--- config.mk ---
export PLATFORM = sky130hd
export DESIGN_NAME = lcg_random_with_range
export DESIGN_NICKNAME = d
export VERILOG_FILES = /design/src/lcgrr_pkg.sv /design/src/lcgrr_ctrl.sv /design/src/lcgrr_dpath.sv /design/src/lcg_random_with_range.sv
export SDC_FILE = /design/constraint.sdc
export NUM_CORES = 1
export LEC_CHECK = 0
export ABC_AREA = 0
export BUFFER_PORTS_ARGS = -buffer_cell sky130_fd_sc_hd__buf_2
export CELL_PAD_IN_SITES_DETAIL_PLACEMENT = 1
export CELL_PAD_IN_SITES_GLOBAL_PLACEMENT = 1
export CORE_MARGIN = 2
export CORE_UTILIZATION = 30
export DETAILED_ROUTE_END_ITERATION = 8
export PLACE_DENSITY_LB_ADDON = 0.1
export SYNTH_ARGS = -nofsm -noshare
export SYNTH_HDL_FRONTEND = slang
export SYNTH_SLANG_ARGS = --single-unit
--- constraint.sdc ---
create_clock -name clk -period 16.4 [get_ports clk]
set_input_delay 0.82 -clock clk [delete_from_list [all_inputs] [get_ports clk]]
set_output_delay 0.82 -clock clk [all_outputs]
set_load 0.02 [all_outputs]
--- src/lcgrr_pkg.sv ---
// Package for the ranged linear congruential generator.
// Holds field widths, operation and register codes, reset constants and the
// command/status structs shared by the controller, datapath and top level.
package lcgrr_pkg;

    localparam int SeedW  = 18;
    localparam int MultW  = 13;
    localparam int IncW   = 16;
    localparam int ValW   = 31;
    localparam int FuncW  = 2;
    localparam int WideW  = 32;
    localparam int CntW   = 5;
    localparam int CfgIdxW = 2;
    localparam int CfgDataW = 18;

    // Operation codes carried by the func field.
    localparam logic [FuncW-1:0] FUNC_RESEED  = 2'd0;
    localparam logic [FuncW-1:0] FUNC_RAW     = 2'd1;
    localparam logic [FuncW-1:0] FUNC_BOUNDED = 2'd2;
    localparam logic [FuncW-1:0] FUNC_UNUSED  = 2'd3;

    // Configuration register indexes.
    localparam logic [CfgIdxW-1:0] REG_MULTIPLIER = 2'd0;
    localparam logic [CfgIdxW-1:0] REG_INCREMENT  = 2'd1;
    localparam logic [CfgIdxW-1:0] REG_MODULUS    = 2'd2;

    // Reset values.
    localparam logic [MultW-1:0] MULT_RESET = 13'd8121;
    localparam logic [IncW-1:0]  INC_RESET  = 16'd28411;
    localparam logic [SeedW-1:0] MOD_RESET  = 18'd134456;
    localparam logic [SeedW-1:0] SEED_RESET = 18'd1234;

    // Iteration counts of the shared restoring divider, minus one.
    localparam logic [CntW-1:0] MOD_STEPS_M1 = CntW'(WideW - 1);
    localparam logic [CntW-1:0] RNG_STEPS_M1 = CntW'(SeedW - 1);

    // Result selection codes.
    localparam logic [1:0] OUT_SEED = 2'd0;
    localparam logic [1:0] OUT_LOW  = 2'd1;
    localparam logic [1:0] OUT_SUM  = 2'd2;

    typedef struct packed {
        logic       load;
        logic       seed_wr_in;
        logic       mul;
        logic       mod_start;
        logic       rng_start;
        logic       div_step;
        logic       seed_wr_prod;
        logic       seed_wr_rem;
        logic       publish;
        logic [1:0] out_sel;
    } cmd_t;

    typedef struct packed {
        logic [FuncW-1:0] func;
        logic             mod_zero;
        logic             range_err;
        logic             div_last;
    } status_t;

endpackage

--- src/lcgrr_ctrl.sv ---
// Controller state machine for the ranged linear congruential generator.
// Sequences the multiply, the two divider passes and the result handoff.
// Depends on lcgrr_pkg for command/status types and codes.
module lcgrr_ctrl
(
    input  logic               clk,
    input  logic               rst_n,
    input  logic               in_valid,
    output logic               in_stall,
    output logic               out_valid,
    input  logic               out_stall,
    input  lcgrr_pkg::status_t sts,
    output lcgrr_pkg::cmd_t    cmd
);

    localparam logic [2:0] ST_IDLE   = 3'd0;
    localparam logic [2:0] ST_EXEC   = 3'd1;
    localparam logic [2:0] ST_MODLD  = 3'd2;
    localparam logic [2:0] ST_MODDIV = 3'd3;
    localparam logic [2:0] ST_SEEDWR = 3'd4;
    localparam logic [2:0] ST_POST   = 3'd5;
    localparam logic [2:0] ST_RNGDIV = 3'd6;
    localparam logic [2:0] ST_FIN    = 3'd7;

    logic [2:0] state_reg;
    logic [2:0] state_next;
    logic       out_valid_reg;
    logic       out_valid_next;
    logic       out_free;
    logic       accept;

    assign in_stall  = (state_reg != ST_IDLE);
    assign out_valid = out_valid_reg;
    assign accept    = in_valid && (state_reg == ST_IDLE);
    assign out_free  = !out_valid_reg || !out_stall;

    always_comb
    begin
        state_next = state_reg;
        cmd        = '0;
        cmd.out_sel = lcgrr_pkg::OUT_SEED;
        case (state_reg)
            ST_IDLE:
            begin
                if (accept)
                begin
                    cmd.load   = 1'b1;
                    state_next = ST_EXEC;
                end
            end
            ST_EXEC:
            begin
                case (sts.func)
                    lcgrr_pkg::FUNC_RESEED:
                    begin
                        cmd.seed_wr_in = 1'b1;
                        state_next     = ST_FIN;
                    end
                    lcgrr_pkg::FUNC_RAW, lcgrr_pkg::FUNC_BOUNDED:
                    begin
                        cmd.mul    = 1'b1;
                        state_next = ST_MODLD;
                    end
                    default:
                    begin
                        state_next = ST_FIN;
                    end
                endcase
            end
            ST_MODLD:
            begin
                if (sts.mod_zero)
                begin
                    cmd.seed_wr_prod = 1'b1;
                    state_next       = ST_POST;
                end
                else
                begin
                    cmd.mod_start = 1'b1;
                    state_next    = ST_MODDIV;
                end
            end
            ST_MODDIV:
            begin
                cmd.div_step = 1'b1;
                if (sts.div_last)
                begin
                    state_next = ST_SEEDWR;
                end
            end
            ST_SEEDWR:
            begin
                cmd.seed_wr_rem = 1'b1;
                state_next      = ST_POST;
            end
            ST_POST:
            begin
                if ((sts.func == lcgrr_pkg::FUNC_BOUNDED) && !sts.range_err)
                begin
                    cmd.rng_start = 1'b1;
                    state_next    = ST_RNGDIV;
                end
                else
                begin
                    state_next = ST_FIN;
                end
            end
            ST_RNGDIV:
            begin
                cmd.div_step = 1'b1;
                if (sts.div_last)
                begin
                    state_next = ST_FIN;
                end
            end
            ST_FIN:
            begin
                if (sts.func == lcgrr_pkg::FUNC_BOUNDED)
                begin
                    cmd.out_sel = sts.range_err ? lcgrr_pkg::OUT_LOW : lcgrr_pkg::OUT_SUM;
                end
                if (out_free)
                begin
                    cmd.publish = 1'b1;
                    state_next  = ST_IDLE;
                end
            end
            default:
            begin
                state_next = ST_IDLE;
            end
        endcase
    end

    always_comb
    begin
        out_valid_next = out_valid_reg;
        if (cmd.publish)
        begin
            out_valid_next = 1'b1;
        end
        else if (out_valid_reg && !out_stall)
        begin
            out_valid_next = 1'b0;
        end
    end

    always_ff @(posedge clk or negedge rst_n)
    begin
        if (!rst_n)
        begin
            state_reg     <= ST_IDLE;
            out_valid_reg <= 1'b0;
        end
        else
        begin
            state_reg     <= state_next;
            out_valid_reg <= out_valid_next;
        end
    end

endmodule

--- src/lcgrr_dpath.sv ---
// Datapath for the ranged linear congruential generator: configuration
// registers, seed, multiply-add, shared restoring divider and result register.
// Depends on lcgrr_pkg for widths, codes and command/status types.
module lcgrr_dpath
(
    input  logic                                  clk,
    input  logic                                  rst_n,
    input  logic                                  cfg_wr,
    input  logic [lcgrr_pkg::CfgIdxW-1:0]         cfg_index,
    input  logic [lcgrr_pkg::CfgDataW-1:0]        cfg_data,
    input  logic [lcgrr_pkg::FuncW-1:0]           func,
    input  logic [lcgrr_pkg::SeedW-1:0]           seed_value,
    input  logic signed [lcgrr_pkg::ValW-1:0]     range_low,
    input  logic signed [lcgrr_pkg::ValW-1:0]     range_high,
    input  lcgrr_pkg::cmd_t                       cmd,
    output lcgrr_pkg::status_t                    sts,
    output logic signed [lcgrr_pkg::ValW-1:0]     value,
    output logic                                  range_error
);

    logic [lcgrr_pkg::MultW-1:0]        mult_reg;
    logic [lcgrr_pkg::IncW-1:0]         inc_reg;
    logic [lcgrr_pkg::SeedW-1:0]        mod_reg;
    logic [lcgrr_pkg::SeedW-1:0]        seed_reg;
    logic [lcgrr_pkg::FuncW-1:0]        func_reg;
    logic [lcgrr_pkg::SeedW-1:0]        seed_in_reg;
    logic signed [lcgrr_pkg::ValW-1:0]  low_reg;
    logic signed [lcgrr_pkg::ValW-1:0]  high_reg;
    logic [lcgrr_pkg::WideW-1:0]        prod_reg;
    logic [lcgrr_pkg::WideW-1:0]        rem_reg;
    logic [lcgrr_pkg::WideW-1:0]        dvd_reg;
    logic [lcgrr_pkg::WideW-1:0]        dvs_reg;
    logic [lcgrr_pkg::CntW-1:0]         cnt_reg;
    logic signed [lcgrr_pkg::ValW-1:0]  value_reg;
    logic                               err_reg;

    logic [lcgrr_pkg::ValW-1:0]         mprod;
    logic [lcgrr_pkg::WideW-1:0]        prod_next;
    logic signed [lcgrr_pkg::WideW-1:0] diff;
    logic                               err;
    logic [lcgrr_pkg::WideW:0]          trial;
    logic [lcgrr_pkg::WideW:0]          trial_sub;
    logic [lcgrr_pkg::WideW-1:0]        rem_next;
    logic signed [lcgrr_pkg::ValW-1:0]  value_next;

    assign mprod     = lcgrr_pkg::ValW'(mult_reg) * lcgrr_pkg::ValW'(seed_reg);
    assign prod_next = lcgrr_pkg::WideW'(mprod) + lcgrr_pkg::WideW'(inc_reg);

    // Exact range width; a zero or negative width is an error.
    assign diff = {high_reg[lcgrr_pkg::ValW-1], high_reg}
                - {low_reg[lcgrr_pkg::ValW-1], low_reg};
    assign err  = diff[lcgrr_pkg::WideW-1] || (diff == '0);

    // One restoring step: shift in the next dividend bit, subtract if it fits.
    assign trial     = {rem_reg, dvd_reg[lcgrr_pkg::WideW-1]};
    assign trial_sub = trial - {1'b0, dvs_reg};
    assign rem_next  = trial_sub[lcgrr_pkg::WideW] ? trial[lcgrr_pkg::WideW-1:0]
                                                   : trial_sub[lcgrr_pkg::WideW-1:0];

    always_comb
    begin
        case (cmd.out_sel)
            lcgrr_pkg::OUT_LOW: value_next = low_reg;
            lcgrr_pkg::OUT_SUM: value_next = low_reg + $signed(rem_reg[lcgrr_pkg::ValW-1:0]);
            default:            value_next = $signed(lcgrr_pkg::ValW'(seed_reg));
        endcase
    end

    assign sts.func      = func_reg;
    assign sts.mod_zero  = (mod_reg == '0);
    assign sts.range_err = err;
    assign sts.div_last  = (cnt_reg == '0);

    assign value       = value_reg;
    assign range_error = err_reg;

    always_ff @(posedge clk or negedge rst_n)
    begin
        if (!rst_n)
        begin
            mult_reg <= lcgrr_pkg::MULT_RESET;
            inc_reg  <= lcgrr_pkg::INC_RESET;
            mod_reg  <= lcgrr_pkg::MOD_RESET;
            seed_reg <= lcgrr_pkg::SEED_RESET;
        end
        else
        begin
            if (cfg_wr)
            begin
                case (cfg_index)
                    lcgrr_pkg::REG_MULTIPLIER: mult_reg <= cfg_data[lcgrr_pkg::MultW-1:0];
                    lcgrr_pkg::REG_INCREMENT:  inc_reg  <= cfg_data[lcgrr_pkg::IncW-1:0];
                    lcgrr_pkg::REG_MODULUS:    mod_reg  <= cfg_data[lcgrr_pkg::SeedW-1:0];
                    default:                   ;
                endcase
            end
            if (cmd.seed_wr_in)
            begin
                seed_reg <= seed_in_reg;
            end
            else if (cmd.seed_wr_prod)
            begin
                seed_reg <= prod_reg[lcgrr_pkg::SeedW-1:0];
            end
            else if (cmd.seed_wr_rem)
            begin
                seed_reg <= rem_reg[lcgrr_pkg::SeedW-1:0];
            end
        end
    end

    always_ff @(posedge clk)
    begin
        if (cmd.load)
        begin
            func_reg    <= func;
            seed_in_reg <= seed_value;
            low_reg     <= range_low;
            high_reg    <= range_high;
        end
        if (cmd.mul)
        begin
            prod_reg <= prod_next;
        end
        if (cmd.mod_start)
        begin
            rem_reg <= '0;
            dvd_reg <= prod_reg;
            dvs_reg <= lcgrr_pkg::WideW'(mod_reg);
            cnt_reg <= lcgrr_pkg::MOD_STEPS_M1;
        end
        else if (cmd.rng_start)
        begin
            rem_reg <= '0;
            dvd_reg <= {seed_reg, {(lcgrr_pkg::WideW - lcgrr_pkg::SeedW){1'b0}}};
            dvs_reg <= diff;
            cnt_reg <= lcgrr_pkg::RNG_STEPS_M1;
        end
        else if (cmd.div_step)
        begin
            rem_reg <= rem_next;
            dvd_reg <= {dvd_reg[lcgrr_pkg::WideW-2:0], 1'b0};
            cnt_reg <= cnt_reg - 1'b1;
        end
        if (cmd.publish)
        begin
            value_reg <= value_next;
            err_reg   <= (cmd.out_sel == lcgrr_pkg::OUT_LOW);
        end
    end

endmodule

--- src/lcg_random_with_range.sv ---
// Top level of the ranged linear congruential generator.
// Instantiates lcgrr_ctrl and lcgrr_dpath; depends on lcgrr_pkg.
//
// The input channel (in_valid / in_stall) carries one request: func selects reseed,
// raw draw or bounded draw; seed_value, range_low and range_high are its operands.
// Each request yields exactly one result on the output channel (out_valid /
// out_stall): value is the echoed seed, the raw draw or the bounded result, and
// range_error flags an empty or inverted range on a bounded draw.
// The single shared restoring divider retires one quotient bit per cycle: 32 steps
// to reduce the 32-bit product by the modulus, then 18 steps to reduce the new
// seed by the range width. A reseed or an unused code skips the divider, a raw draw
// makes the first pass only and a bounded draw makes both; a bounded draw skips the
// second pass when the range is empty, and a draw skips the first when the modulus
// is zero. One request is in work at a time and in_stall is high while busy, so the
// next request is taken in the cycle after the result is loaded. A waiting result
// holds in the output register while the receiver stalls; the next result then
// waits in the controller until the register frees. Configuration writes
// (cfg_ready is always high) must be made only while idle; the block itself does
// not enforce this. Reset clears the controller, restores register defaults and
// loads seed 1234.
module lcg_random_with_range
(
    input  logic                                 clk,
    input  logic                                 rst_n,
    input  logic                                 cfg_valid,
    output logic                                 cfg_ready,
    input  logic [lcgrr_pkg::CfgIdxW-1:0]        cfg_index,
    input  logic [lcgrr_pkg::CfgDataW-1:0]       cfg_data,
    input  logic                                 in_valid,
    output logic                                 in_stall,
    input  logic [lcgrr_pkg::FuncW-1:0]          func,
    input  logic [lcgrr_pkg::SeedW-1:0]          seed_value,
    input  logic signed [lcgrr_pkg::ValW-1:0]    range_low,
    input  logic signed [lcgrr_pkg::ValW-1:0]    range_high,
    output logic                                 out_valid,
    input  logic                                 out_stall,
    output logic signed [lcgrr_pkg::ValW-1:0]    value,
    output logic                                 range_error
);

    lcgrr_pkg::cmd_t    cmd;
    lcgrr_pkg::status_t sts;

    // Register writes are always taken; software must keep them to idle time, as the block does not.
    assign cfg_ready = 1'b1;

    lcgrr_ctrl u_ctrl
    (
        .clk       (clk),
        .rst_n     (rst_n),
        .in_valid  (in_valid),
        .in_stall  (in_stall),
        .out_valid (out_valid),
        .out_stall (out_stall),
        .sts       (sts),
        .cmd       (cmd)
    );

    lcgrr_dpath u_dpath
    (
        .clk         (clk),
        .rst_n       (rst_n),
        .cfg_wr      (cfg_valid && cfg_ready),
        .cfg_index   (cfg_index),
        .cfg_data    (cfg_data),
        .func        (func),
        .seed_value  (seed_value),
        .range_low   (range_low),
        .range_high  (range_high),
        .cmd         (cmd),
        .sts         (sts),
        .value       (value),
        .range_error (range_error)
    );

endmodule
==> impl_metrics.py <==
metrics = {
    "run_status": {
        "status": "completed",
    },
    "timing": {
        "relSlewSlack_pct": 29.45,
        "rsz0062_at_grt": "false",
        "tightest_slew_ps": 1058,
        "fin_skew_ps": 31.59,
        "period_share_pct": 44.33,
        "setup_violations": 0,
        "tns_ps": 0,
        "hold_viol": 0,
        "fmax_ghz": 0.1375,
        "slew_viol_final": 0,
        "min_period_ps": 7270,
    },
    "grt": {
        "grt_pass1_vias": 21266,
        "grt_antenna_before_repair": 3,
        "grt_use_met1_pct": 26.17,
        "grt_max_degree": 70,
        "grtUsageMet2_pct": 34.46,
        "grt_pass1_wl_um": 133900,
        "track_usage_pct": 19.80,
        "use_met3_pct": 2.099,
        "grt-busiest-layer": "met2",
        "grt_overflow": 0,
    },
    "hold_path": {
        "worst_hold_path_type": "input port to asynchronous set/reset pin",
    },
    "logic_synthesis": {
        "netlist.area_leader.share_pct": 22.88,
        "synth.distinct_cells": 82,
        "yosysSeqAreaShare_pct": 33.73,
        "yosys.area.top_type": "edfxtp_1",
        "synth_most_common_cell": "inv_1",
        "synth_fp_nets": 3144,
        "yosysWarnings": 0,
        "synthTopCellsByArea": "edfxtp_1 23%, fa_1 15%, ha_1 9.7%",
        "syn_avg_cell_area_sq_um": 9.720,
        "async_flop_share_pct": 21.84,
        "synth_edf_count": 196,
        "ys_ff_latch": 316,
        "netlist_instances": 2646,
        "synth_common_cells": "324 x inv_1, 309 x nand2_1, 199 x ha_1",
        "synthFlopType": "edfxtp_1",
        "syn_area_sq_mm": 0.02572,
    },
    "routing": {
        "post_drt_wl_per_cell_um": 22.28,
        "ant_nets": 0,
        "via_per_inst": 5.057,
        "via_count": 19827,
        "post-route-drc-count": 0,
        "wirelength_um": 87370,
        "firstDrtPassIters": 7,
        "drtIter0Drc": 1007,
    },
    "critical_path": {
        "arrival_ps": 7580,
        "end_kind": "register",
        "critPathLaunchType": "register",
        "cp.required_ps": 16710,
        "crit_type": "register to register",
        "worstPathMaxFanout": 16,
    },
    "floorplan": {
        "coreArea_sq_mm": 0.08501,
        "rows": 107,
        "die_h_um": 296.8,
        "initial_core_util_pct": 30.25,
        "fp.dieW_um": 296.8,
        "die-area_sq_mm": 0.08809,
        "boundaryPins": 142,
    },
    "flow_run": {
        "drv_cap": 0,
    },
    "clock_network": {
        "ctsResizeCount": 0,
        "cts_tree": "yes",
        "ctsHoldBuffers": 0,
        "cts_buffer_depth": 3,
        "ctsRootBufferMaster": "clkbuf_16",
        "clkTransAtPathRegs_ps": 60,
        "clock-sinks": 316,
        "cts_buffers": 41,
        "post_cts.repair.setup_buffers": 0,
        "cts.htree.levels": 2,
        "clk_latency_ps": 590,
    },
    "final_layout": {
        "synthToLayoutAreaGrowth_pct": 13.12,
        "multi_input_area_sq_mm": 0.01544,
        "antenna_cells": 0,
        "final_util_pct": 34.22,
        "seq_area_sq_mm": 0.008676,
        "drive_above_1_share_pct": 12.75,
        "final_nets": 3242,
        "fillCellCount": 9671,
    },
    "placement": {
        "numPortBuffers": 140,
        "place_hpwl_um": 68220,
        "gp_congestion": 0.8533,
    },
}
worst max-delay path: stages (launching register included):
cell     delay [ps]
dfrtp_1         670
and2_1          340
fa_1            550
inv_1            60
fa_1            480
inv_1            60
fa_1            480
fa_1            460
fa_1            520
inv_1            50
fa_1            480
inv_1            40
ha_1            330
a21o_1          180
a21o_1          200
a21o_1          200
a21oi_1         190
o21a_1          140
o21ai_0         190
o41a_1          420
a41o_1          330
a311o_1         360
a21oi_1         190
xnor2_1          90
metal layers:
| layer | vias up | wire, um |
|---|---|---|
| li1 | 9270 | - |
| met1 | 10162 | 40270 |
| met2 | 298 | 42600 |
| met3 | 97 | 2433 |
| met4 | 0 | 2059 |
| met5 | - | 0 |
worst paths after layout:
check / start / slack [ps] / endpoint / depth (start not counted)
setup / recovery: u_dpath.seed_reg[8] / 9130 / u_dpath.prod_reg[28] / 23
hold / removal: rst_n / 390 / u_dpath.seed_reg[17] / 1
hold reg to reg: u_dpath.dvs_reg[31] / 450 / u_dpath.dvs_reg[31] / 2
setup reg to reg: u_dpath.seed_reg[8] / 9130 / u_dpath.prod_reg[28] / 23
min in group clk: range_low[29] / 420 / u_dpath.low_reg[29] / 1
max in group asynchronous: rst_n / 15270 / u_dpath.mult_reg[6] / 1
cell type report:
type	count	area share [%]
clock buffer	62	4.189
multi-input combinational	1894	53.07
inverter	324	4.180
tap	1144	4.920
sequential	316	29.82
timing repair buffer	167	3.114
clock inverter	14	0.7053
placed cells by master (no fill, tap or decap), types with 22 or more instances in the layout:
| master | n |
|---|---|
| edfxtp_1 | 196 |
| mux2_2 | 52 |
| a21oi_1 | 165 |
| nor3_1 | 43 |
| ha_1 | 199 |
| and2_1 | 123 |
| dfrtp_1 | 35 |
| dfstp_2 | 34 |
| o21ai_0 | 88 |
| clkbuf_16 | 44 |
| buf_2 | 139 |
| nand3_1 | 36 |
| dfxtp_1 | 51 |
| buf_4 | 28 |
| xnor2_1 | 57 |
| nor2_1 | 124 |
| nand2b_1 | 22 |
| fa_1 | 192 |
| o21ai_1 | 36 |
| xor2_1 | 40 |
| mux2i_1 | 29 |
| a211oi_1 | 36 |
| inv_1 | 324 |
| nand2_1 | 309 |
| a21o_1 | 47 |
metrics by stage:
step	instance area, sq um	hold WS [ps]	setup WS [ps]	cells
2_1_floorplan	25720	422.0	9647	2646
3_3_place_gp	27670	441.3	9222	3845
3_5_place_dp	27670	444.3	9134	3845
4_1_cts	29090	374.4	9123	3921
5_1_grt	29090	387.0	8812	3921
6_report	29090	386.3	9130	3921
logic make-up (layout without fill, tap and decap cells):
kind of cell    count (synthesis)  in the layout  share of synthesized area, %
flops                         316            316                         33.73
mux                            81             81                         3.405
simple gates                  763            763                         14.13
other cells                     1              1                       0.01458
compound gates                559            559                         14.22
buf+inv                       436            567                         6.500
fa+ha+maj                     391            391                         24.63
xor+xnor                       99             99                         3.371
Power is left out: the tool's default activity adds up to more than one toggle a clock period on the data nets, which glitch-free logic cannot reach.
